<file path="config.mk">
export PLATFORM = sky130hd
export DESIGN_NAME = lsws_front
export DESIGN_NICKNAME = d
export VERILOG_FILES = /design/src/hdl/lsws_pkg.sv /design/src/hdl/lsws_front.sv
export SDC_FILE = /design/constraint.sdc
export NUM_CORES = 1
export LEC_CHECK = 0
export BUFFER_PORTS_ARGS = -buffer_cell sky130_fd_sc_hd__buf_2
export CORE_MARGIN = 4
export CORE_UTILIZATION = 30
export DETAILED_ROUTE_END_ITERATION = 10
export GPL_TIMING_DRIVEN = 1
export HOLD_SLACK_MARGIN = 0.02
export PLACE_DENSITY = 0.52
export SLEW_MARGIN = 5
export SYNTH_ARGS = -nofsm -noshare
export SYNTH_HDL_FRONTEND = slang
export SYNTH_SLANG_ARGS = --single-unit
</file>
<file path="constraint.sdc">
create_clock -name clock -period 25.2 [get_ports clock]
set_input_delay 3.78 -clock clock [delete_from_list [all_inputs] [get_ports clock]]
set_output_delay 3.78 -clock clock [all_outputs]
set_load 0.02 [all_outputs]
</file>
<file path="src/hdl/lsws_pkg.sv">
package lsws_pkg;

   localparam int DEF_MAX_ELEMENTS = 1024;
   localparam int DEF_TABLE_SLOTS  = 2048;

   localparam int VALUE_W  = 16;
   localparam int TARGET_W = 32;
   localparam int START_W  = 10;
   localparam int LENGTH_W = 11;

   // hash: low 48 bits of key * golden-ratio constant, folded by 29
   localparam int          HASH_W       = 48;
   localparam int          HALF_W       = 24;
   localparam int          FOLD_SHIFT   = 29;
   localparam logic [23:0] HASH_MULT_LO = 24'h4A7C15;
   localparam logic [23:0] HASH_MULT_HI = 24'h79B97F;

   localparam int QUEUE_DEPTH = 4;

   function automatic int key_w(int max_el);
      int pw;
      pw = VALUE_W + $clog2(max_el) + 1;
      return ((pw > TARGET_W) ? pw : TARGET_W) + 1;
   endfunction

   function automatic int entry_w(int max_el, int slots);
      return 2 * key_w(max_el) + 2 * $clog2(slots) + $clog2(max_el) + 2;
   endfunction

endpackage

</file>
<file path="src/hdl/lsws_front.sv">
module lsws_front import lsws_pkg::*; #(
   parameter int MAX_ELEMENTS = DEF_MAX_ELEMENTS,
   parameter int TABLE_SLOTS  = DEF_TABLE_SLOTS,
   parameter int EW           = entry_w(DEF_MAX_ELEMENTS, DEF_TABLE_SLOTS)
) (
   input  logic                       clock,
   input  logic                       reset,
   input  logic signed [TARGET_W-1:0] target_sum,
   input  logic                       req_valid,
   output logic                       req_ready,
   input  logic signed [VALUE_W-1:0]  req_element_value,
   input  logic                       req_last_element,
   output logic                       q_valid,
   input  logic                       q_ready,
   output logic [EW-1:0]              q_data
);

   localparam int IW = $clog2(MAX_ELEMENTS);
   localparam int CW = IW + 1;
   localparam int PW = VALUE_W + IW + 1;
   localparam int KW = key_w(MAX_ELEMENTS);
   localparam int SW = $clog2(TABLE_SLOTS);

   typedef struct packed {
      logic [KW-1:0] key_ins;
      logic [SW-1:0] home_ins;
      logic [KW-1:0] key_look;
      logic [SW-1:0] home_look;
      logic [IW-1:0] idx;
      logic          in_cap;
      logic          last;
   } entry_type;

   typedef enum logic [1:0] {F_IDLE, F_HASH, F_PUSH} fstate_type;

   fstate_type            state_ff;
   logic signed [PW-1:0]  prefix_ff;
   logic [CW-1:0]         count_ff;
   entry_type             ent_ff;
   logic [1:0]            part_ff;
   logic                  second_ff;
   logic [HASH_W-1:0]     acc_ff;

   logic [KW-1:0]         hkey;
   logic [HASH_W-1:0]     hkey_ext;
   logic [HALF_W-1:0]     mul_x;
   logic [HALF_W-1:0]     mul_y;
   logic [HASH_W-1:0]     prod;
   logic [HASH_W-1:0]     acc_in;
   logic [HASH_W-1:0]     folded;
   logic signed [PW-1:0]  prefix_in;
   logic [KW-1:0]         key_ins_in;

   assign req_ready = (state_ff == F_IDLE);
   assign q_valid   = (state_ff == F_PUSH);
   assign q_data    = ent_ff;

   // one 24x24 multiplier, three partial products per key (mod 2^48)
   assign hkey     = second_ff ? ent_ff.key_look : ent_ff.key_ins;
   assign hkey_ext = {{(HASH_W-KW){hkey[KW-1]}}, hkey};
   assign mul_x    = (part_ff == 2'd2) ? hkey_ext[HASH_W-1:HALF_W] : hkey_ext[HALF_W-1:0];
   assign mul_y    = (part_ff == 2'd1) ? HASH_MULT_HI : HASH_MULT_LO;
   assign prod     = HASH_W'(mul_x * mul_y);
   assign acc_in   = (part_ff == 2'd0) ? prod
                                       : acc_ff + {prod[HALF_W-1:0], {HALF_W{1'b0}}};
   assign folded   = acc_in ^ (acc_in >> FOLD_SHIFT);

   assign prefix_in  = prefix_ff + {{(PW-VALUE_W){req_element_value[VALUE_W-1]}},
                                    req_element_value};
   assign key_ins_in = {{(KW-PW){prefix_ff[PW-1]}}, prefix_ff}
                     + {{(KW-TARGET_W){target_sum[TARGET_W-1]}}, target_sum};

   always_ff @(posedge clock) begin
      if (reset) begin
         state_ff  <= F_IDLE;
         prefix_ff <= '0;
         count_ff  <= '0;
         part_ff   <= '0;
         second_ff <= 1'b0;
      end else begin
         unique case (state_ff)
            F_IDLE: begin
               if (req_valid) begin
                  ent_ff.last <= req_last_element;
                  part_ff     <= '0;
                  second_ff   <= 1'b0;
                  if (count_ff < CW'(MAX_ELEMENTS)) begin
                     ent_ff.key_ins  <= key_ins_in;
                     ent_ff.key_look <= {{(KW-PW){prefix_in[PW-1]}}, prefix_in};
                     ent_ff.idx      <= count_ff[IW-1:0];
                     ent_ff.in_cap   <= 1'b1;
                     prefix_ff       <= req_last_element ? '0 : prefix_in;
                     count_ff        <= req_last_element ? '0 : count_ff + 1'b1;
                     state_ff        <= F_HASH;
                  end else begin
                     ent_ff.in_cap <= 1'b0;
                     state_ff      <= F_PUSH;
                     if (req_last_element) begin
                        prefix_ff <= '0;
                        count_ff  <= '0;
                     end
                  end
               end
            end
            F_HASH: begin
               acc_ff <= acc_in;
               if (part_ff == 2'd2) begin
                  part_ff <= '0;
                  if (!second_ff) begin
                     ent_ff.home_ins <= folded[SW-1:0];
                     second_ff       <= 1'b1;
                  end else begin
                     ent_ff.home_look <= folded[SW-1:0];
                     state_ff         <= F_PUSH;
                  end
               end else begin
                  part_ff <= part_ff + 1'b1;
               end
            end
            F_PUSH: begin
               if (q_ready) begin
                  state_ff <= F_IDLE;
               end
            end
            default: state_ff <= F_IDLE;
         endcase
      end
   end

endmodule

</file>
**Word-level counts from Yosys, hierarchy flattened**

Cells that the tools add are included.
W data, S select, Z words.

- Order comparisons: 1
- Reductions and logical operators: 13
- Multiplexer cells: 23
- Bitwise logic cells: 3
- $mul: 1
- $add $sub $neg: 5
- Equality and inequality tests: 8

Operators with widths:

| kind | number |
|---|---|
| $mux W27 | 3 |
| $add A48 B48 Y48 | 1 |
| $mux W48 | 1 |
| $mul A24 B23 Y47 | 1 |
| $add A27 B32 Y33 | 1 |
| $mux W11 | 3 |
| $mux W33 | 1 |
| $add A27 B27 Y27 | 1 |
| $mux W24 | 1 |
| $mux W22 | 1 |
| $reduce_and A4 Y1 | 4 |
| $mux W2 | 7 |
| $add A11 B1 Y11 const B | 1 |
| $lt A11 B11 Y1 const B | 1 |
| $xor A11 B11 Y11 | 1 |
| $reduce_and A3 Y1 | 3 |
| $ne A2 B2 Y1 const B | 3 |
| $pmux W2 S3 | 1 |
| $eq A2 B1 Y1 const B | 2 |
| $eq A2 B2 Y1 const B | 2 |
| $logic_not A2 Y1 | 2 |
| $pmux W2 S2 | 1 |
| $reduce_and A2 Y1 | 2 |
| $reduce_bool A2 Y1 | 2 |
| other kinds (5) | 8 |

- Output and inout port bits: 102
- Flip-flop bits (word level): 185

**Logic depth before layout (Yosys ltp)**

Gate-level depths: netlist of run 1.

- Depth after elaboration: 6
- Gate-level depth with buffers: 36
- Depth with buffers taken out: 35

**Least setup slack after synthesis of run 1**

Ideal clock, no wire load.

- Kind: in2reg
- Start point: input port req_valid
- End point: register ent_ff (netlist bit q_data[10]) (enable)
- Stages on the path: 4
- Buffers on the path: 1
- Setup slack: 15.741 ns
- Library setup time: 0.584 ns
- Data required time: 24.616 ns
- Arrival time: 8.875 ns
- Path through: nand2b_1 nand2b_1 clkbuf_1 nor3_1

- Longest elaborated chain between the ends: 1

RTL lines:

| what | line | text |
|---|---|---|
| start, declared | lsws_front.sv:9 | `input logic req_valid,` |
| $reduce_and A4 Y1 (no source line) | -- |  |
| end, declared | lsws_front.sv:39 | `entry_type ent_ff;` |

No other way between the ends.
A chain may end at the register's enable or synchronous reset.

**Worst setup path after layout of run 1**

- Start point: register second_ff
- End point: register ent_ff (netlist bit q_data[63]), data pin

- Longest elaborated chain between the ends: 6

RTL lines:

| what | line | text |
|---|---|---|
| start, declared | lsws_front.sv:41 | `logic second_ff;` |
| start signal, assigned | lsws_front.sv:79 | `second_ff <= 1'b0;` |
| start signal, assigned | lsws_front.sv:86 | `second_ff <= 1'b0;` |
| start signal, assigned | lsws_front.sv:111 | `second_ff <= 1'b1;` |
| $mux W33 * | lsws_front.sv:59 | `assign hkey = second_ff ? ent_ff.key_look : ent_ff.key_ins;` |
| $mux W24 * | lsws_front.sv:61 | `assign mul_x = (part_ff == 2'd2) ? hkey_ext[HASH_W-1:HALF_W] : hkey_ext[HALF_W-1:0];` |
| $mul A24 B23 Y47 * | lsws_front.sv:63 | `assign prod = HASH_W'(mul_x * mul_y);` |
| $add A48 B48 Y48 | lsws_front.sv:65 | `: acc_ff + {prod[HALF_W-1:0], {HALF_W{1'b0}}};` |
| $mux W48 * | lsws_front.sv:64 | `assign acc_in = (part_ff == 2'd0) ? prod` |
| $xor A11 B11 Y11 * | lsws_front.sv:66 | `assign folded = acc_in ^ (acc_in >> FOLD_SHIFT);` |
| named net folded[7] | lsws_front.sv:50 | `logic [HASH_W-1:0] folded;` |

Mark *: on every way through the listed nets, which the timed path passes. The rest lies on a longest branch.

==> qor.tcl, run 1 <==
set qor(status) {finished clean}
set qor(hold_violations) 0
set qor(hold_fix_buffers_cts) 0
set qor(finalSetupViolCount) 0
set qor(finalWirelength_mm) 70.1
set qor(timing.hold.worst_path_depth) 0
set qor(post_layout_nonfiller_instances) 3384
set qor(start_util) 0.303
set qor(synth.most_common_cell) {inv_1}
set qor(yosysTopAreaCellShare) 0.327
set qor(grt_overflow_total) 0
set qor(criticalPathCategory) {flip-flop to flip-flop}
set qor(ffs_latches_synth) 164
set qor(crit_path_end_kind) {flip-flop}
set qor(floorplan.die_area_um2) 79600
set qor(gate_count_of_the_mapped_netlist) 2224
set qor(max_cap_viol_count) 0
set qor(rows) 100
set qor(holdCritPathClass) {flip-flop to flip-flop}
set qor(gr-usage-all-layers) 0.178
set qor(io-pin-count) 155
set qor(max_incr_delay_on_cp_ns) 0.91
set qor(vias) 16200
set qor(post-route-min-period_ns) 10.44
set qor(r2r_end) {q_data[63]$_DFFE_PP_}
set qor(critical_path.startpoint_type) {flip-flop}
set qor(cts_tree) {yes}
set qor(nFillCells) 7574
set qor(ctsResizeCount) 0
set qor(drt_iter0_drc) 1005
set qor(synth_top_cells_by_area) {fa_1 33%, edfxtp_1 16%, ha_1 14%}
set qor(gp_congestion) 0.946
set qor(place_inst) 3351
set qor(timing.final.crit_share) 0.414
set qor(asyncSetResetFlopFracSynth) 0
set qor(coreArea_um2) 74400
set qor(num-nets-final) 3068
set qor(final_max_slew_viol_count) 0
set qor(worst-r2r-setup-slack_ns) 14.76
set qor(cts_made_buffers) 17
set qor(vias_per_cell) 4.79
set qor(maximum_clock_rate_ghz) 0.0958
set qor(fin_setup_tns_ns) 0
set qor(antenna_violations_before_repair) 4
set qor(cts-root-buf) {clkbuf_16}
set qor(seq_area_frac_synth) 0.199
set qor(timing.critical_path.mode_cell) {fa_1}
set qor(clock_tree.htree_level_count) 4
set qor(grt_start_max_net_pins) 64
set qor(worstPathMaxFanout) 36
set qor(synth_ff_type) {edfxtp_1}
set qor(proportion_of_layout_cells_with_a_drive_suffix_above_1) 0.107
set qor(synth_commonest_cells) {529 x inv_1, 369 x fa_1, 245 x ha_1}
set qor(min_from) {count_ff[9]$_SDFFE_PP0P_}
set qor(die_height_um) 282
set qor(rsz0062_at_grt) {false}
set qor(drt.antenna.violating_nets) 0
set qor(detail_route.wl_per_cell_um) 20.7
set qor(hold_end) {q_data[11]$_DFFE_PP_}
set qor(io_buffers) 154
set qor(startpoint_of_the_worst_slack_reg_to_reg_timing_path) {second_ff$_SDFFE_PP0P_}
set qor(worst_pin_slew_ns) 1.17
set qor(worstRegToRegCells) 30
set qor(fp.dieW_um) 282
set qor(post-route-drc-count) 0
set qor(fin_worst_skew_ns) 0.0262
set qor(post_cts.repair.setup_buffers) 0
set qor(synth.largest_area_cell) {fa_1}
set qor(syn_to_final_growth_pct) 11.9
set qor(synth_cell_types) 74
set qor(worst_ep_arrival_time_ns) 10.66
set qor(clock_latency_ns) 0.48
set qor(synth-edff-count) 121
set qor(worst_setup_hold_path_clk_slew_ns) 0.07
set qor(netlist_area_um2) 22600
set qor(slew_headroom) 0.219
set qor(grt_first_pass_wirelength_mm) 107
set qor(yosys_warnings) 0
set qor(slowest_stage) {nor2_1}
set qor(clock_sinks) 164
set qor(post_synth.cell_area_avg_um2) 10.1
set qor(hpwlAfterDp_mm) 59.8
set qor(critPathRequiredTime_ns) 25.42
set qor(clock_path_buffers) 2
set qor(detail_route.first_pass.iterations) 5
set qor(grt_pass1_vias) 17200
[cell usage in the layout, fill, tap and decap left out, types with 7 or more instances in the layout]
| master | netlist | final |
|---|---|---|
| mux4_2 | 8 | 8 |
| nor2_1 | 153 | 152 |
| xnor2_1 | 78 | 78 |
| inv_1 | 529 | 529 |
| o21ai_0 | 50 | 44 |
| a22oi_1 | 29 | 29 |
| nand2b_1 | 26 | 26 |
| ha_1 | 245 | 245 |
| nand4_1 | 7 | 7 |
| buf_2 | 3 | 154 |
| conb_1 | 2 | 23 |
| xor2_1 | 45 | 45 |
| nor2b_1 | 23 | 21 |
| edfxtp_1 | 121 | 121 |
| nand2_1 | 97 | 97 |
| fa_1 | 369 | 369 |
| a21oi_1 | 101 | 101 |
| a31oi_1 | 9 | 9 |
| and3_1 | 8 | 8 |
| o21ai_1 | 14 | 20 |
| mux2_2 | 10 | 10 |
| o21bai_1 | 13 | 13 |
| dfxtp_1 | 43 | 42 |
| o21a_1 | 20 | 20 |
| and2_1 | 16 | 16 |
| mux2i_1 | 12 | 12 |
| or2_2 | 9 | 9 |
| clkbuf_16 | 0 | 17 |
| nand3_1 | 27 | 27 |
| nor3_1 | 19 | 16 |
| buf_4 | 6 | 20 |
| a21o_1 | 33 | 33 |
[cell type report]
type                       count  area, um2  share of cell area
clock inverter                14        163             0.00645
multi-input combinational   1515      16000               0.635
clock buffer                  18        439              0.0174
inverter                     529       1990              0.0787
timing repair buffer         174        921              0.0365
antenna                        1       2.50           0.0000992
sequential                   164       4500               0.178
tap                          969       1210              0.0480
[stage by stage]
step | utilization | worst slack [ns] | hold WS, ns | instance area [um2]
global placement | 0.331 | 14.78 | 0.466 | 24600
finish | 0.339 | 14.76 | 0.491 | 25200
global route | 0.339 | 14.31 | 0.510 | 25200
floorplan | - | 15.74 | 0.443 | 22600
CTS | 0.339 | 14.73 | 0.497 | 25200
detailed placement | 0.331 | 14.81 | 0.477 | 24600
[worst max-delay path: cells and delay by family, from the launching register on]
family / cells / cell delay [ns]
multiplexers: 1 / 0.40
AO/OA/AOI/OAI: 8 / 1.98
adder cells (fa/ha/maj): 8 / 3.90
buffers and inverters: 7 / 1.54
flip-flops: 1 / 0.32
AND/OR/NAND/NOR: 6 / 2.00
[how the worst max path moves through the flow]
stage	startpoint	end	slack, ns	depth (start not counted)
4_1_cts	second_ff$_SDFFE_PP0P_	q_data[63]$_DFFE_PP_	14.73	30
6_report	second_ff$_SDFFE_PP0P_	q_data[63]$_DFFE_PP_	14.76	30
2_1_floorplan	req_valid	q_data[10]$_DFFE_PP_	15.74	4
3_5_place_dp	second_ff$_SDFFE_PP0P_	q_data[19]$_DFFE_PP_	14.81	30
5_1_grt	second_ff$_SDFFE_PP0P_	q_data[63]$_DFFE_PP_	14.31	29
3_3_place_gp	second_ff$_SDFFE_PP0P_	q_data[19]$_DFFE_PP_	14.78	30
[registers in the layout (all words and copies together), names as in the netlist]
register	flops
acc_ff	27
count_ff	11
q_data	94
prefix_ff	27
second_ff	1
part_ff	2
state_ff	2
[kinds of logic (layout without fill, tap and decap cells)]
| logic type | after synthesis | count (layout) | share of synthesized area |
|---|---|---|---|
| compound gates | 324 | 324 | 0.0932 |
| other cells | 2 | 24 | 0.000333 |
| flops | 164 | 164 | 0.199 |
| mux | 32 | 32 | 0.0195 |
| buf+inv | 566 | 735 | 0.0957 |
| fa+ha+maj | 614 | 614 | 0.463 |
| xor+xnor | 123 | 123 | 0.0478 |
| simple gates | 399 | 399 | 0.0809 |
[routing by layer]
metal	vias up	track usage	part of all wire
met4	6	0.0331	0.015
li1	7440	-	-
met5	-	0	0.00067
met1	8247	0.239	0.44
met2	445	0.302	0.49
met3	58	0.0368	0.061
Power of run 1 is not shown: default switching activity piles up to over one toggle a cycle in this logic, so the estimate is an artifact.
==> run 2: changes to the inputs <==
- ABC_AREA: default -> 1
- PLACE_DENSITY: 0.52 -> 0.54
- clock period: 25.2 -> 9.41 ns (I/O delays scaled with it)
==> run 2 against run 1 <==
Maximum frequency up 16%. Critical path depth decreased by 3. Die area rose by 8.4%. Register-to-register slack got worse by 14 ns. Critical path type unchanged.
==> qor.tcl, run 2 <==
set qor(detail_route.wl_per_cell_um) 19.2 ;# -7.5%
set qor(crit_path_end_kind) {flip-flop}
set qor(num-nets-final) 3764 ;# +23%
set qor(proportion_of_layout_cells_with_a_drive_suffix_above_1) 0.0942 ;# -0.0131
set qor(synth.most_common_cell) {inv_1}
set qor(synth_top_cells_by_area) {fa_1 30%, edfxtp_1 15%, ha_1 13%}
set qor(holdCritPathClass) {flip-flop to flip-flop}
set qor(synth-edff-count) 121 ;# unchanged
set qor(post_cts.repair.setup_buffers) 0 ;# unchanged
set qor(status) {finished clean}
set qor(timing.final.crit_share) 0.956 ;# +0.542
set qor(vias_per_cell) 4.70 ;# -1.7%
set qor(start_util) 0.304 ;# +0.000668
set qor(asyncSetResetFlopFracSynth) 0 ;# unchanged
set qor(ctsResizeCount) 0 ;# unchanged
set qor(gate_count_of_the_mapped_netlist) 2897 ;# +30%
set qor(clock_path_buffers) 2 ;# unchanged
set qor(yosys_warnings) 0 ;# unchanged
set qor(antenna_violations_before_repair) 1 ;# -3
set qor(vias) 19600 ;# +21%
set qor(hold_violations) 0 ;# unchanged
set qor(floorplan.die_area_um2) 86300 ;# +8.4%
set qor(most_frequent_cells_in_the_layout) {723 x inv_1, 487 x nand2_1, 369 x fa_1, 245 x ha_1, 207 x nor2_1}
set qor(leading_cell_type_in_the_layout_fill_and_taps_excluded) {inv_1}
set qor(fin_setup_tns_ns) 0 ;# unchanged
set qor(post-route-drc-count) 0 ;# unchanged
set qor(worst_pin_slew_ns) 1.00 ;# -0.163 ns
set qor(ffs_latches_synth) 164 ;# unchanged
set qor(largest_register_ff_count) 94 ;# unchanged
set qor(grt_overflow_total) 0 ;# unchanged
set qor(drt_iter0_drc) 1267 ;# +26%
set qor(clock_latency_ns) 0.44 ;# -0.04 ns
set qor(worst-r2r-setup-slack_ns) 0.41 ;# -14.35 ns
set qor(use_met3) 0.0195 ;# -0.0173
set qor(seq_area_frac_synth) 0.183 ;# -0.0158
set qor(cts_made_buffers) 17 ;# unchanged
set qor(finalWirelength_mm) 79.9 ;# +14%
set qor(drt.antenna.violating_nets) 0 ;# unchanged
set qor(netlist_area_um2) 24500 ;# +8.6%
set qor(hpwlAfterDp_mm) 70.1 ;# +17%
set qor(gp_congestion) 0.977 ;# +3.3%
set qor(synth_ff_type) {edfxtp_1}
set qor(fp.dieW_um) 294 ;# +4.1%
set qor(synthAdderAreaFrac) 0.427 ;# -0.0367
set qor(gr-usage-all-layers) 0.188 ;# +0.00961
set qor(timing.hold.worst_path_depth) 0 ;# unchanged
set qor(grt_start_max_net_pins) 71 ;# +11%
set qor(critPathRequiredTime_ns) 9.55 ;# -15.87 ns
set qor(clock_tree.htree_level_count) 4 ;# unchanged
set qor(post_synth.cell_area_avg_um2) 8.46 ;# -17%
set qor(synth_cell_types) 58 ;# -22%
set qor(grt_util_met2) 0.316 ;# +0.0136
set qor(synthSimpleGateAreaFrac) 0.161 ;# +0.0801
set qor(maximum_clock_rate_ghz) 0.111 ;# +16%
set qor(io-pin-count) 155 ;# unchanged
set qor(max_cap_viol_count) 0 ;# unchanged
set qor(cts-root-buf) {clkbuf_16}
set qor(grt_first_pass_wirelength_mm) 123 ;# +15%
set qor(area_fraction_in_compound_gates_after_synthesis) 0.0808 ;# -0.0124
set qor(yosys.area_share.xor_xnor) 0.0254 ;# -0.0224
set qor(worstRegToRegCells) 27 ;# -10%
set qor(post-route-min-period_ns) 9.00 ;# -1.44 ns
set qor(detail_route.first_pass.iterations) 6 ;# +1
set qor(worst_setup_hold_path_clk_slew_ns) 0.07 ;# about the same
set qor(die_height_um) 294 ;# +4.1%
set qor(synth.largest_area_cell) {fa_1}
set qor(min_from) {count_ff[9]$_SDFFE_PP0P_}
set qor(worstPathMaxFanout) 18 ;# -50%
set qor(io_buffers) 154 ;# unchanged
set qor(criticalPathCategory) {flip-flop to flip-flop}
set qor(startpoint_of_the_worst_slack_reg_to_reg_timing_path) {second_ff$_SDFFE_PP0P_}
set qor(grt_pass1_vias) 20200 ;# +17%
set qor(coreArea_um2) 80700 ;# +8.4%
set qor(setup.worst_path.start) {second_ff$_SDFFE_PP0P_}
set qor(slew_headroom) 0.329 ;# +0.110
set qor(grt_busiest_layer) {met2}
set qor(synth_top_family_by_area) {adder cells}
set qor(clock_sinks) 164 ;# unchanged
set qor(rsz0062_at_grt) {false}
set qor(finalSetupViolCount) 0 ;# unchanged
set qor(synth_commonest_cells) {723 x inv_1, 487 x nand2_1, 369 x fa_1}
set qor(r2r_end) {acc_ff[25]$_DFFE_PP_}
set qor(hold_fix_buffers_cts) 0 ;# unchanged
set qor(muxShareOfSynthArea) 0.00204 ;# -0.0174
set qor(globalRouteMet1Util) 0.262 ;# +0.0232
set qor(final_max_slew_viol_count) 0 ;# unchanged
set qor(hold_end) {q_data[11]$_DFFE_PP_}
set qor(syn_to_final_growth_pct) 11.8
set qor(fin_worst_skew_ns) 0.00925 ;# -0.0170 ns
set qor(cts_tree) {yes}
set qor(rows) 104 ;# +4.0%
set qor(worst_ep_arrival_time_ns) 9.14 ;# -1.52 ns
set qor(diodes) 0 ;# -1
set qor(yosysTopAreaCellShare) 0.302 ;# -0.0260
set qor(critical_path.startpoint_type) {flip-flop}
-- run 2: changes by cell type after synthesis, moves of 53 or more --
cell | before | now
o21ai_0 | 50 | 103
xnor2_1 | 78 | 19
nand2_1 | 97 | 487
nand3_1 | 27 | 128
inv_1 | 529 | 723
nor2_1 | 153 | 209
-- run 2: how the worst max path moves through the flow --
stage                                 endpoint  slack [ns]  depth (start not counted)
after global placement    acc_ff[27]$_DFFE_PP_        0.46                         30
after global routing      acc_ff[27]$_DFFE_PP_        0.02                         30
after detailed placement  acc_ff[27]$_DFFE_PP_        0.51                         30
after floorplan           q_data[22]$_DFFE_PP_        1.64                         37
final                     acc_ff[25]$_DFFE_PP_        0.41                         27
after CTS                 acc_ff[27]$_DFFE_PP_        0.50                         30
-- run 2: cell families (layout without fill, tap and decap cells) --
| group | Yosys count | count (layout) |
|---|---|---|
| compound gates | 343 | 343 |
| buf+inv | 770 | 962 |
| fa+ha+maj | 614 | 614 |
| other cells | 2 | 23 |
| mux | 5 | 5 |
| simple gates | 928 | 928 |
| xor+xnor | 71 | 71 |
| flops | 164 | 164 |
-- run 2: critical path, cell delays in order, from the launching register on --
cell and delay [ns]:
dfxtp_1 0.68, buf_4 0.33, nand2_1 0.11, nand2_2 0.14, nand2_8 0.12, nand2_1 0.34
inv_1 0.29, nor2_1 0.56, inv_1 0.31, fa_1 0.56, fa_1 0.54, inv_1 0.05
fa_1 0.46, fa_1 0.53, fa_1 0.44, fa_1 0.55, inv_1 0.05, fa_1 0.67
inv_1 0.08, ha_1 0.33, nand2_1 0.15, nor2_1 0.24, inv_1 0.08, nor2_1 0.16
nand3_1 0.09, o21ai_0 0.38, xnor2_1 0.27, o21ai_0 0.17
-- run 2: cell type report --
type                       count  area (um2)
fill                        8549       53300
clock inverter                12         106
timing repair buffer         196        1090
sequential                   164        4490
tap                         1060        1330
multi-input combinational   1984       17100
clock buffer                  20         457
inverter                     734        2760
-- run 2: metrics by stage --
| stage | hold WS, ns | util | area, um2 | setup WS [ns] | cells |
|---|---|---|---|---|---|
| after global placement | 0.415 | 0.332 | 26800 | 0.457 | 4138 |
| after floorplan | 0.408 | - | 24600 | 1.64 | 2918 |
| final | 0.433 | 0.339 | 27400 | 0.411 | 4170 |
| after detailed placement | 0.415 | 0.332 | 26800 | 0.511 | 4138 |
| after global routing | 0.438 | 0.339 | 27400 | 0.0190 | 4170 |
| after CTS | 0.433 | 0.339 | 27400 | 0.497 | 4170 |
-- run 2: layer usage --
layer,vias to the layer above,wire length [um]
li1,9345,-
met1,9603,36100
met2,591,38100
met3,76,4060
met4,0,1720
met5,-,0
Power of run 2 is left out for the same reason.
