==> config.mk <==
export PLATFORM = sky130hd
export DESIGN_NAME = lsws_fifo
export DESIGN_NICKNAME = d
export VERILOG_FILES = /design/src/hdl/lsws_pkg.sv /design/src/hdl/lsws_fifo.sv
export SDC_FILE = /design/constraint.sdc
export NUM_CORES = 1
export LEC_CHECK = 0
export BUFFER_PORTS_ARGS = -buffer_cell sky130_fd_sc_hd__buf_2
export CAP_MARGIN = 20
export CORE_MARGIN = 2
export CORE_UTILIZATION = 59
export CTS_CLUSTER_SIZE = 16
export DETAILED_ROUTE_END_ITERATION = 12
export PLACE_DENSITY = 0.91
export RECOVER_POWER = 50
export SLEW_MARGIN = 20
export SYNTH_ARGS = -nofsm -noshare
export SYNTH_HDL_FRONTEND = slang
export SYNTH_SLANG_ARGS = --single-unit
==> constraint.sdc <==
create_clock -name clock -period 3.5 [get_ports clock]
set_input_delay 0.7 -clock clock [delete_from_list [all_inputs] [get_ports clock]]
set_output_delay 0.7 -clock clock [all_outputs]
set_load 0.01 [all_outputs]
==> src/hdl/lsws_pkg.sv <==
package lsws_pkg;

   localparam int DEF_MAX_ELEMENTS = 1024;
   localparam int DEF_TABLE_SLOTS  = 2048;

   localparam int VALUE_W  = 16;
   localparam int TARGET_W = 32;
   localparam int START_W  = 10;
   localparam int LENGTH_W = 11;

   // hash: low 48 bits of key * golden-ratio constant, folded by 29
   localparam int          HASH_W       = 48;
   localparam int          HALF_W       = 24;
   localparam int          FOLD_SHIFT   = 29;
   localparam logic [23:0] HASH_MULT_LO = 24'h4A7C15;
   localparam logic [23:0] HASH_MULT_HI = 24'h79B97F;

   localparam int QUEUE_DEPTH = 4;

   function automatic int key_w(int max_el);
      int pw;
      pw = VALUE_W + $clog2(max_el) + 1;
      return ((pw > TARGET_W) ? pw : TARGET_W) + 1;
   endfunction

   function automatic int entry_w(int max_el, int slots);
      return 2 * key_w(max_el) + 2 * $clog2(slots) + $clog2(max_el) + 2;
   endfunction

endpackage

==> src/hdl/lsws_fifo.sv <==
module lsws_fifo import lsws_pkg::*; #(
   parameter int WIDTH = 8,
   parameter int DEPTH = QUEUE_DEPTH
) (
   input  logic             clock,
   input  logic             reset,
   input  logic             in_valid,
   output logic             in_ready,
   input  logic [WIDTH-1:0] in_data,
   output logic             out_valid,
   input  logic             out_ready,
   output logic [WIDTH-1:0] out_data
);

   localparam int AW = $clog2(DEPTH);

   logic [WIDTH-1:0] slots_ff [DEPTH];
   logic [AW-1:0]    wr_ptr_ff;
   logic [AW-1:0]    rd_ptr_ff;
   logic [AW:0]      count_ff;
   logic             push;
   logic             pop;

   assign in_ready  = (count_ff != (AW+1)'(DEPTH));
   assign out_valid = (count_ff != '0);
   assign out_data  = slots_ff[rd_ptr_ff];
   assign push      = in_valid && in_ready;
   assign pop       = out_valid && out_ready;

   always_ff @(posedge clock) begin
      if (push) begin
         slots_ff[wr_ptr_ff] <= in_data;
      end
   end

   always_ff @(posedge clock) begin
      if (reset) begin
         wr_ptr_ff <= '0;
         rd_ptr_ff <= '0;
         count_ff  <= '0;
      end else begin
         if (push) begin
            wr_ptr_ff <= (wr_ptr_ff == AW'(DEPTH-1)) ? '0 : wr_ptr_ff + 1'b1;
         end
         if (pop) begin
            rd_ptr_ff <= (rd_ptr_ff == AW'(DEPTH-1)) ? '0 : rd_ptr_ff + 1'b1;
         end
         if (push && !pop) begin
            count_ff <= count_ff + 1'b1;
         end else if (pop && !push) begin
            count_ff <= count_ff - 1'b1;
         end
      end
   end

endmodule

## Word-level counts from Yosys, hierarchy flattened

Memories as Yosys holds them, arrays and structs flattened. A register that Yosys moved wholly into a read port is not among the register bits.
Index checks and enable logic that the tools add are counted.

| operators by class | value |
|---|---|
| add/subtract/negate cells | 4 |
| eq/ne operators | 3 |
| mux-type cells | 8 |
| reduce and logical (&&, ||, !) cells | 8 |

Operators with widths:

| kind | count |
|---|---|
| $mux 2 | 4 |
| $mux 3 | 2 |
| $add 2x1->2 const B | 2 |
| $eq 2x2->1 const B | 2 |
| $logic_and 1x1->1 | 4 |
| $add 3x1->3 const B | 1 |
| $ne 3x3->1 const B | 1 |
| $reduce_bool 3->1 | 1 |
| $sub 3x1->3 const B | 1 |
| $logic_not 1->1 | 2 |
| $mux 1 | 2 |
| $reduce_bool 2->1 | 1 |

| word-level totals | value |
|---|---|
| bits in registers | 7 |
| memory bits (writable) | 32 |
| output and inout bits | 10 |
| word-level logic and storage cells | 27 |
| memories kept | 1 |

Memory list:

| memory | words | bits a word | rd ports | clocked after Yosys merged registers in | wr ports | line | source |
|---|---|---|---|---|---|---|---|
| slots_ff | 4 | 8 | 1 | 1 | 1 | lsws_fifo.sv:17 | `logic [WIDTH-1:0] slots_ff [DEPTH];` |

## Logic depth before layout (Yosys ltp)

Gate-level depths: netlist of run 1.

| logic depth | value |
|---|---|
| word-level depth | 6 |
| mapped depth | 9 |

## Worst setup path after synthesis of run 1

Ideal clock, no wire load.

| timing | value |
|---|---|
| path kind | input-to-reg |
| start point | input port out_ready |
| end point | register count_ff[2] |
| setup time | 0.070 ns |
| data arrival time | 2.153 ns |
| data required time | 3.430 ns |
| setup slack | 1.276 ns |
| cell stages on the path | 7 |
| buffers on the path | 0 |
| path through | o31ai_1 > ha_1 > inv_1 > fa_1 > xor2_1 > or3_2 > a21oi_1 |

| on the way | value |
|---|---|
| word-level cells in the longest chain between the ends | 4 |
| elaborated cells on any way between the ends | 6 |
| classes of those cells | 1 x mux; 5 x reduce/logical |

Ends and longest elaborated chain:

| element | line | source |
|---|---|---|
| start, declared | lsws_fifo.sv:11 | `input logic out_ready,` |
| $logic_and 1x1->1 (*) | lsws_fifo.sv:28 | `assign pop = out_valid && out_ready;` |
| $logic_not 1->1 | lsws_fifo.sv:48 | `if (push && !pop) begin` |
| $logic_and 1x1->1 | lsws_fifo.sv:48 |  |
| $mux 3 or $reduce_bool 2->1 (tied branches) | - |  |
| end signal, assigned | lsws_fifo.sv:49 | `count_ff <= count_ff + 1'b1;` |
| end signal, assigned | lsws_fifo.sv:51 | `count_ff <= count_ff - 1'b1;` |
| end, declared | lsws_fifo.sv:20 | `logic [AW:0] count_ff;` |

Every way passes the cells marked *; elsewhere a longest branch is shown, timed or not.
A chain may end at the register's enable or synchronous reset.

==> out/metrics.cfg, run 1 <==
[synthesis]
yosysSeqAreaShare_pct=69.8
syn_inst=90
synth_flop_cell=edfxtp_1
synthArstFlopShare_pct=0
syn-mean-instance-area_um2=18.2
synth_fp_nets=109
ys_seq_elements=41
synth_cell_types=26
yosys_warnings=0
synth-edff-count=32
syn_area_um2=1630

[placed_design]
io_buffers=21
dpl.hpwl_mm=1.77
post-place-ws_ns=1.05
routabilityCongestion=0.705

[final_layout]
layout_common_cells=32 x edfxtp_1, 13 x buf_2, 9 x dfxtp_1
final_util_pct=67.0
nets=133
n_antenna_cell=0
area_delta_synth_final_pct=10.2
layout_commonest_cell=edfxtp_1
drive_above_1_share_pct=29.6
fillCellCount=188

[setup_path]
start_kind=register
path_max_fanout=8
reg2reg_to=count_ff[2]$_SDFFE_PP0P_
arrival_ns=1.75
endpoint_kind=primary output
rr_worst_depth=8
critical_path_required_ns=2.80
crit_type=register to primary output
rrSetupSlack_ns=1.08
timing.rr.start=count_ff[0]$_SDFFE_PP0P_

[clocking]
cts.path.max_buffers=2
clk_pin_slew_ns=0.12
cts_buffers=5
cts_sinks=41
cts_resized=0
cts_tree=done
htreeDepth=2
post_cts_buffers=0
clk_latency_ns=0.35
root_buffer=clkbuf_4
hold_buffers=0

[pwr]
p_seq_share_pct=54.3
clkPwrFrac_pct=18.4
p_switching_uw=366
switching_share_pct=30.2
p_leak_uw=0.000650
power.internal_uw=846
combPwrFrac_pct=27.3
ir_drop_v=0.000641
power_density_nw_per_um2=673

[floorplan]
start_util_pct=60.8
die_area_um2=3210
die_w_um=56.6
io_pins=22
die_h_um=56.6
core-area_um2=2690
rows=19

[timing]
tightestPinTransition_ns=0.525
slew_headroom_pct=64.7
fin_crit_sh_pct=69.9
final-hold-violation-count=0
drv_slew=0
final.min_clock_period_ns=2.45
rsz0062_at_grt=false
clock_skew_ns=0.00609
max_freq_mhz=409
fin_setup_tns_ns=0
setup_viol=0
setup_ws_ns=1.05

[hold_path]
hold_path_end=rd_ptr_ff[0]$_SDFFE_PP0P_
hp-start=rd_ptr_ff[0]$_SDFFE_PP0P_
hp-class=register to register
min_path_cells=2

[global_route]
grt_pass1_vias=906
antenna_found_initial=0
grt_use_total_pct=18.0
grt_max_degree=14
gr-total-overflow=0
grt_pass1_wl_mm=4.10

[route]
vias_per_cell=5.83
drt_pass1_iterations=4
first_iter_violations=23
avgRoutedWirePerCell_um=17.0
drt.antenna.violating_nets=0
vias=851
route.detailed.drc=0
routed_wl_mm=2.48

[job]
cap_violations=0

[outcome]
status=finished clean

## flip-flops by register name, summed over array words and instances, names as in the netlist, named ones only
signal	cells
rd_ptr_ff	2
wr_ptr_ff	2
slots_ff	32
count_ff	3
## worst max path at each step
stage,from,cells after the start,slack (ns),to
2_1_floorplan,out_ready,7,1.28,count_ff[2]$_SDFFE_PP0P_
3_3_place_gp,out_ready,8,1.13,count_ff[2]$_SDFFE_PP0P_
3_5_place_dp,out_ready,8,1.05,count_ff[2]$_SDFFE_PP0P_
4_1_cts,register,2,0.99,out_data[7]
5_1_grt,count_ff[0]$_SDFFE_PP0P_,8,0.90,count_ff[2]$_SDFFE_PP0P_
6_report,register,2,1.05,out_data[7]
## power by group through the flow
stage                     clock network, µW  logic, µW  registers, µW
after CTS                               231        340            659
after global routing                    249        372            667
after global placement                    0        322            665
after floorplan                           0        268            637
final                                   223        331            658
after detailed placement                  0        339            670
## Yosys cell counts, types with 2 or more instances
master     n  area share, %
edfxtp_1  32             59
mux2i_1    3            1.8
nor2_1     3           0.69
and3_2     4            1.8
a21oi_1    2           0.61
mux4_2     8             11
xor2_1     2            1.1
dfxtp_1    9             11
nand2b_1   2           0.77
inv_1      3           0.69
ha_1       6            4.6
or3_2      2           0.92
## stage by stage
step                cell area (µm²)  hold WS, ns  std cells  power [µW]
global placement               1760        0.482        138         987
CTS                            1820        0.524        146        1230
floorplan                      1630        0.463         90         905
global route                   1800        0.554        146        1290
finish                         1800        0.519        146        1210
detailed placement             1760        0.498        138        1010
## cell type report
class                           count  area, µm²  share of cell area (%)
Sequential cell                    41       1140                    63.4
Clock buffer                        5       37.5                    2.08
Timing Repair Buffer               21       95.1                    5.28
Inverter                            3       11.3                   0.625
Multi-Input combinational cell     42        459                    25.5
Clock inverter                      3       17.5                   0.973
Tap cell                           31       38.8                    2.15
## worst max-delay path, stage by stage (launching register included)
cell	delay (ns)
dfxtp_1	0.67
mux4_2	0.58
buf_2	0.15
## logic make-up (layout without fill, tap and decap cells)
| logic type | count (synthesis) | count (layout) | share of synthesized area (%) |
|---|---|---|---|
| and+or+nand+nor | 17 | 17 | 6.51 |
| buffers and inverters | 7 | 32 | 1.76 |
| AOI/OAI and AO/OA | 5 | 5 | 2.14 |
| xor gates and xnor gates | 2 | 2 | 1.07 |
| adders and majority gates | 7 | 7 | 5.82 |
| muxes | 11 | 11 | 12.9 |
| DFF | 41 | 41 | 69.8 |
## per-layer routing
| metal | global-route usage, % | wire [µm] | vias up | part of all wire [%] |
|---|---|---|---|---|
| li1 | - | - | 393 | - |
| met1 | 19.7 | 1010 | 431 | 41 |
| met2 | 29.9 | 1300 | 22 | 53 |
| met3 | 6.91 | 124 | 5 | 5.0 |
| met4 | 9.86 | 44 | 0 | 1.8 |
| met5 | 0 | 0 | - | 0 |
Note: power is estimated with default switching activity, not from simulation.
==> run 2, diff against run 1 <==
Settings changed: ABC_AREA set to 1, CORE_UTILIZATION 59 to 50, PLACE_DENSITY 0.91 to 0.83.
Clock period 3.5 ns to 2.08 ns, I/O delays scaled along.
==> run 2 against run 1 <==
Combinational power up 130%. Non-clock buffer count rose by 5. First-iteration DRC count rose by 150%. Synthesized area up 3.8%. Largest cell class unchanged.
==> out/metrics.cfg, run 2 <==
[setup_path]
reg2reg_to=count_ff[2]$_SDFFE_PP0P_  ; unchanged
endpoint_kind=primary output  ; unchanged
critical_path_required_ns=1.66  ; was 2.80 ns
timing.rr.start=count_ff[1]$_SDFFE_PP0P_  ; was count_ff[0]$_SDFFE_PP0P_
slowest_delay_ns=0.42  ; was 0.67 ns
rrSetupSlack_ns=0.22  ; was 1.08 ns
rr_worst_depth=11  ; was 8
cpMaxStageDelayCell=dfxtp_1  ; unchanged
cp_num_buf_inv=2  ; was 1
critPathTopFamily=buffers and inverters  ; was flip-flops
start_kind=register  ; unchanged
crit_chain=inv_1 > o21ai_0 > o22ai_1 > buf_2  ; was mux4_2 > buf_2
arrival_ns=1.47  ; was 1.75 ns
crit_type=register to primary output  ; unchanged
path_max_fanout=9  ; was 8

[final_layout]
reg.largest.list=slots_ff x32, count_ff x3  ; unchanged
drive_above_1_share_pct=16.9  ; was 29.6%
final_util_pct=58.1  ; was 67.0%
regMostFlops=slots_ff  ; unchanged
n_antenna_cell=0  ; unchanged
layout_common_cells=32 x nor2_1, 32 x edfxtp_1, 15 x inv_1  ; was 32 x edfxtp_1, 13 x buf_2, 9 x dfxtp_1
nets=195  ; was 133
largest_reg_flops=32  ; unchanged
area_delta_synth_final_pct=12.5  ; was 10.2%

[floorplan]
core-area_um2=3280  ; was 2690 µm²
start_util_pct=51.7  ; was 60.8%
die_area_um2=3880  ; was 3210 µm²
die_w_um=62.3  ; was 56.6 µm
io_pins=22  ; unchanged
rows=21  ; was 19
die_h_um=62.3  ; was 56.6 µm

[global_route]
grt_use_total_pct=16.2  ; was 18.0%
grt_pass1_wl_mm=4.97  ; was 4.10 mm
grt_pass1_vias=1169  ; was 906
antenna_found_initial=0  ; unchanged
grt_max_degree=17  ; was 14
gr-total-overflow=0  ; unchanged

[timing]
fin_setup_tns_ns=0  ; unchanged
final.min_clock_period_ns=1.88
clock_skew_ns=0.00998  ; was 0.00609 ns
drv_slew=0  ; unchanged
slew_headroom_pct=64.6  ; was 64.7%
tightestPinTransition_ns=0.531  ; was 0.525 ns
rsz0062_at_grt=false  ; unchanged
fin_crit_sh_pct=90.6
final-hold-violation-count=0  ; unchanged
max_freq_mhz=531
setup_viol=0  ; unchanged

[placed_design]
routabilityCongestion=0.778  ; was 0.705
dpl.hpwl_mm=2.05  ; was 1.77 mm
io_buffers=21  ; unchanged

[synthesis]
synth_fp_nets=164  ; was 109
synth_top_cell_by_area=edfxtp_1  ; unchanged
yosysSeqAreaShare_pct=67.3  ; was 69.8%
synth_area_leaders=edfxtp_1 57%, dfxtp_1 11%, nor2_1 7.1%, ha_1 4.4%, o21ai_0 3.8%  ; was edfxtp_1 59%, dfxtp_1 11%, mux4_2 11%, ha_1 4.6%, mux2i_1 1.8%
syn-mean-instance-area_um2=11.7  ; was 18.2 µm²
syn_area_um2=1700  ; was 1630 µm²
yosysTopAreaCellShare_pct=56.6  ; was 58.8%
synth-edff-count=32  ; unchanged
netlist_top_cells_count=32 x edfxtp_1, 32 x nor2_1, 15 x inv_1, 13 x o21ai_0, 11 x nand2_1  ; was 32 x edfxtp_1, 9 x dfxtp_1, 8 x mux4_2, 6 x ha_1, 4 x and3_2
synth_cell_types=20  ; was 26
syn_inst=145  ; was 90
synthArstFlopShare_pct=0  ; unchanged
ys_seq_elements=41  ; unchanged
yosys_warnings=0  ; unchanged
synth_flop_cell=edfxtp_1  ; unchanged

[route]
vias=1114  ; was 851
first_iter_violations=57  ; was 23
drt.antenna.violating_nets=0  ; unchanged
routed_wl_mm=2.94  ; was 2.48 mm
drt_pass1_iterations=5  ; was 4
vias_per_cell=5.00  ; was 5.83
route.detailed.drc=0  ; unchanged
avgRoutedWirePerCell_um=13.2  ; was 17.0 µm

[hold_path]
hold_path_end=count_ff[0]$_SDFFE_PP0P_  ; was rd_ptr_ff[0]$_SDFFE_PP0P_
min_path_cells=2  ; unchanged
hp-start=reset  ; was rd_ptr_ff[0]$_SDFFE_PP0P_
hp-class=primary input to register  ; was register to register

[clocking]
clk_latency_ns=0.32  ; was 0.35 ns
cts_buffers=5  ; unchanged
cts.path.max_buffers=2  ; unchanged
post_cts_buffers=0  ; unchanged
cts_tree=done  ; unchanged
hold_buffers=0  ; unchanged
clk_pin_slew_ns=0.11  ; was 0.12 ns
cts_sinks=41  ; unchanged
root_buffer=clkbuf_4  ; unchanged
htreeDepth=2  ; unchanged

[pwr]
power.internal_uw=1450  ; was 846 µW
switching_share_pct=35.0  ; was 30.2%
power_density_nw_per_um2=1170  ; was 673 nW/µm²
p_switching_uw=780  ; was 366 µW
clkPwrFrac_pct=16.0  ; was 18.4%
ir_drop_v=0.000745  ; was 0.000641 V
p_seq_share_pct=49.9  ; was 54.3%
combPwrFrac_pct=34.1  ; was 27.3%
p_leak_uw=0.000743  ; was 0.000650 µW

[job]
cap_violations=0  ; unchanged

[outcome]
status=finished clean  ; unchanged

==> run 2: cell count changes after synthesis, moves of 8 or more <==
| cell | delta |
|---|---|
| nor2_1 | +29 |
| inv_1 | +12 |
| o21ai_0 | +12 |
| nand2_1 | +10 |
| mux4_2 | -8 |
| o22ai_1 | +8 |
==> run 2: what timing repair did <==
item                                   in CTS  in global routing
endpoints found under the hold margin       0                  0
setup endpoints to repair                   0                  5
gates resized for setup                     0                  1
==> run 2: worst max path at each step <==
stage	to	slack (ns)	cells after the start
6_report	out_data[2]	0.20	4
3_5_place_dp	count_ff[1]$_SDFFE_PP0P_	0.23	9
2_1_floorplan	count_ff[1]$_SDFFE_PP0P_	0.36	9
3_3_place_gp	count_ff[1]$_SDFFE_PP0P_	0.33	9
4_1_cts	out_data[4]	0.13	4
5_1_grt	out_data[2]	0.04	4
==> run 2: logic make-up after synthesis <==
kind of cell	count (synthesis)	share of synthesized area, %
buffers and inverters	18	4.87
flip-flops	41	67.3
XOR/XNOR	1	0.516
AND/OR/NAND/NOR	51	12.5
adder cells (fa/ha/maj)	7	5.60
AO/OA/AOI/OAI	27	9.22
==> run 2: stage by stage <==
| stage | worst slack [ns] | instance area [µm²] | instances | power [µW] | hold WS (ns) |
|---|---|---|---|---|---|
| 6_report | 0.196 | 1910 | 223 | 2230 | 0.241 |
| 4_1_cts | 0.134 | 1920 | 223 | 2260 | 0.230 |
| 2_1_floorplan | 0.361 | 1700 | 145 | 1640 | 0.483 |
| 5_1_grt | 0.0407 | 1910 | 223 | 2400 | 0.242 |
| 3_5_place_dp | 0.233 | 1870 | 215 | 1900 | 0.550 |
| 3_3_place_gp | 0.334 | 1870 | 215 | 1840 | 0.508 |
==> run 2: cell type report <==
class / instances / area, µm²
Inverter: 16 / 60.1
Timing Repair Buffer: 26 / 129
Multi-Input combinational cell: 86 / 470
Fill cell: 286 / 1380
Clock buffer: 8 / 48.8
Tap cell: 46 / 57.6
Sequential cell: 41 / 1140
==> run 2: routing by layer <==
metal / share of wire, % / track usage [%]
met1: 42 / 18.0
met2: 54 / 31.3
met3: 4.1 / 4.35
met4: 0 / 3.06
met5: 0 / 0
==> run 2: worst register-to-register path, stage by stage, from the launching register on <==
cell and delay [ns]:
dfxtp_1 0.37, nor2_2 0.16, nand2_1 0.13, nand2_1 0.13
ha_1 0.18, inv_1 0.07, fa_1 0.39, nand2_1 0.11
nand3_1 0.09, nand2_1 0.06, inv_1 0.03, nor2_1 0.08
==> run 2: power groups by stage <==
stage	Sequential, µW	Combinational, µW	Clock (µW)
CTS	1110	777	367
floorplan	1100	537	0
finish	1110	759	357
global route	1130	871	403
detailed placement	1130	769	0
global placement	1120	724	0
==> run 3, diff against run 2 <==
Settings changed: CORE_ASPECT_RATIO set to 1.25.
Clock period 2.08 ns to 1.57 ns, I/O delays scaled along.
==> run 3 against run 2 <==
The run now ends with setup timing left. Combinational power is 92% higher. Critical path depth is 6 higher. Setup slack worse by 0.32 ns. Final area is 13% higher. Clock power is 79% higher. Core utilization is 8.6 points higher.
==> out/metrics.cfg, run 3 (synthesis gave the netlist of run 2 again) <==
[outcome]
status=finished with violations  ; was finished clean
failed_checks=setup timing

[global_route]
grt_pass1_vias=1159  ; was 1169
gr-total-overflow=0  ; unchanged
use_met1_pct=19.1  ; was 18.0%
grt_busiest_layer=met2  ; unchanged
grtUsageMet2_pct=31.8  ; was 31.3%
grt_use_total_pct=17.3  ; was 16.2%
antenna_found_initial=0  ; unchanged
grt_use_met3_pct=4.32  ; was 4.35%
grt_max_degree=17  ; unchanged
grt_pass1_wl_mm=5.16  ; was 4.97 mm

[timing]
rsz0062_at_grt=true  ; was false
fin_crit_sh_pct=108
whs_ns=0.182  ; was 0.241 ns
clock_skew_ns=0.00330  ; was 0.00998 ns
slew_headroom_pct=83.9  ; was 64.6%
final.min_clock_period_ns=1.70
drv_slew=0  ; unchanged
setup_ws_ns=-0.128  ; was 0.196 ns
final-hold-violation-count=0  ; unchanged
max_freq_mhz=589
setup_viol=3  ; was 0
tightestPinTransition_ns=0.241  ; was 0.531 ns

[pwr]
power.internal_uw=2330  ; was 1450 µW
p_leak_uw=0.000849  ; was 0.000743 µW
p_seq_share_pct=41.7  ; was 49.9%
clkPwrFrac_pct=17.8  ; was 16.0%
power_density_nw_per_um2=1680  ; was 1170 nW/µm²
p_switching_uw=1270  ; was 780 µW
switching_share_pct=35.3  ; was 35.0%
total_power_uw=3600  ; was 2230 µW
combPwrFrac_pct=40.5  ; was 34.1%
ir_drop_v=0.00124  ; was 0.000745 V

[setup_path]
critical_path_required_ns=1.75  ; was 1.66 ns
reg2reg_to=count_ff[2]$_SDFFE_PP0P_  ; unchanged
timing.rr.start=count_ff[0]$_SDFFE_PP0P_  ; was count_ff[1]$_SDFFE_PP0P_
slowest_delay_ns=0.37  ; was 0.42 ns
endpoint_kind=register  ; was primary output
crit_chain=nor2_4 > nand2_2 > nand2_2 > ha_4 > inv_4 > fa_2 > nand2_2 > nand4_1 > nand2_1 > nor2_4  ; was inv_1 > o21ai_0 > o22ai_1 > buf_2
path_max_fanout=2  ; was 9
rrSetupSlack_ns=-0.13  ; was 0.22 ns
start_kind=register  ; unchanged
rr_worst_depth=10  ; was 11
crit_end=count_ff[2]$_SDFFE_PP0P_  ; was out_data[2]
cpMaxStageDelayCell=fa_2  ; was dfxtp_1
startpoint=count_ff[0]$_SDFFE_PP0P_
cpMostUsedCell=nand2_2
arrival_ns=1.88  ; was 1.47 ns
crit_type=register to register  ; was register to primary output

[placed_design]
dpl.hpwl_mm=2.20  ; was 2.05 mm
io_buffers=21  ; unchanged
post-place-ws_ns=-0.189  ; was 0.233 ns
routabilityCongestion=0.670  ; was 0.778

[clocking]
cts_sinks=41  ; unchanged
cts_tree=done  ; unchanged
root_buffer=clkbuf_8  ; was clkbuf_4
cts.path.max_buffers=2  ; unchanged
clk_latency_ns=0.28  ; was 0.32 ns
cts_buffers=5  ; unchanged
clk_pin_slew_ns=0.07  ; was 0.11 ns
htreeDepth=2  ; unchanged

[final_layout]
regMostFlops=slots_ff  ; unchanged
regArea_um2=1150  ; was 1140 µm²
multi_input_area_um2=551  ; was 470 µm²
n_antenna_cell=0  ; unchanged
layout_commonest_cell=edfxtp_1
layout_common_cells=32 x edfxtp_1, 31 x nor2_1, 15 x buf_4  ; was 32 x nor2_1, 32 x edfxtp_1, 15 x inv_1
area_delta_synth_final_pct=26.6  ; was 12.5%
fillCellCount=232  ; was 286
largest_reg_flops=32  ; unchanged
drive_above_1_share_pct=37.0  ; was 16.9%
nets=207  ; was 195
reg.largest.list=slots_ff x32, count_ff x3  ; unchanged

[route]
routed_wl_mm=3.21  ; was 2.94 mm
avgRoutedWirePerCell_um=14.2  ; was 13.2 µm
vias_per_cell=5.30  ; was 5.00
drt_pass1_iterations=4  ; was 5
drt.antenna.violating_nets=0  ; unchanged
vias=1198  ; was 1114
first_iter_violations=61  ; was 57
route.detailed.drc=0  ; unchanged

[floorplan]
rows=23  ; was 21
io_pins=22  ; unchanged
die_area_um2=3880  ; about the same
die_w_um=56.1  ; was 62.3 µm
start_util_pct=52.6  ; was 51.7%
core-area_um2=3220  ; was 3280 µm²
die_h_um=69.1  ; was 62.3 µm

[hold_path]
hp-class=primary input to register  ; unchanged
min_path_cells=2  ; unchanged

[job]
cap_violations=0  ; unchanged

run 3: cell types whose count changed in the layout (fill, tap and decap cells not counted), sizes merged:
cell,before,now
buf,17,30
clkbuf,17,13
clkinv,0,2
clkinvlp,0,1
run 3: worst min-delay path by stage:
stage           from                  endpoint  slack (ns)
5_1_grt        reset  count_ff[0]$_SDFFE_PP0P_        0.17
2_1_floorplan  reset  count_ff[0]$_SDFFE_PP0P_        0.38
3_3_place_gp   reset  count_ff[0]$_SDFFE_PP0P_        0.48
3_5_place_dp   reset  count_ff[0]$_SDFFE_PP0P_        0.48
6_report       reset  count_ff[0]$_SDFFE_PP0P_        0.18
4_1_cts        reset  count_ff[0]$_SDFFE_PP0P_        0.17
run 3: power groups by stage:
stage                     clock, µW  sequential, µW  combinational, µW
after CTS                       663            1480               1310
after global routing            709            1520               1600
after floorplan                   0            1480                767
after global placement            0            1470               1120
final                           639            1500               1460
after detailed placement          0            1490               1200
run 3: area by class of cell:
| type | count | area share [%] |
|---|---|---|
| Clock buffer | 5 | 3.20 |
| Clock inverter | 3 | 0.815 |
| Inverter | 16 | 3.26 |
| Multi-Input combinational cell | 86 | 25.6 |
| Sequential cell | 41 | 53.8 |
| Tap cell | 37 | 2.15 |
| Timing Repair Buffer | 38 | 11.2 |
run 3: layer usage:
| metal | vias to the layer above | share of wire [%] |
|---|---|---|
| met1 | 566 | 38 |
| met2 | 40 | 55 |
| met5 | - | 0 |
| met4 | 0 | 1.5 |
| met3 | 7 | 5.3 |
| li1 | 585 | - |
run 3: worst max-delay path, delay by kind of cell, from the launching register on:
kind,cells,cell delay (ns)
AND/OR/NAND/NOR,7,0.67
adder cells (fa/ha/maj),2,0.52
flip-flops,1,0.36
buffers and inverters,1,0.04
run 3: stage by stage:
step | util [%] | instances | TNS, ns | area [µm²]
after floorplan | - | 145 | -0.0941 | 1730
after global placement | 60.4 | 212 | 0 | 1950
after detailed placement | 60.4 | 212 | -0.249 | 1950
after CTS | 64.7 | 224 | -0.163 | 2090
after global routing | 66.7 | 226 | -0.494 | 2150
final | 66.7 | 226 | -0.169 | 2150
run 3: timing repair:
action	CTS	global route
cloned	1	0
buffers inserted	3	2
setup endpoints to repair	10	8
gates resized for setup	13	24
pin swaps	9	19
hold buffers	0	0
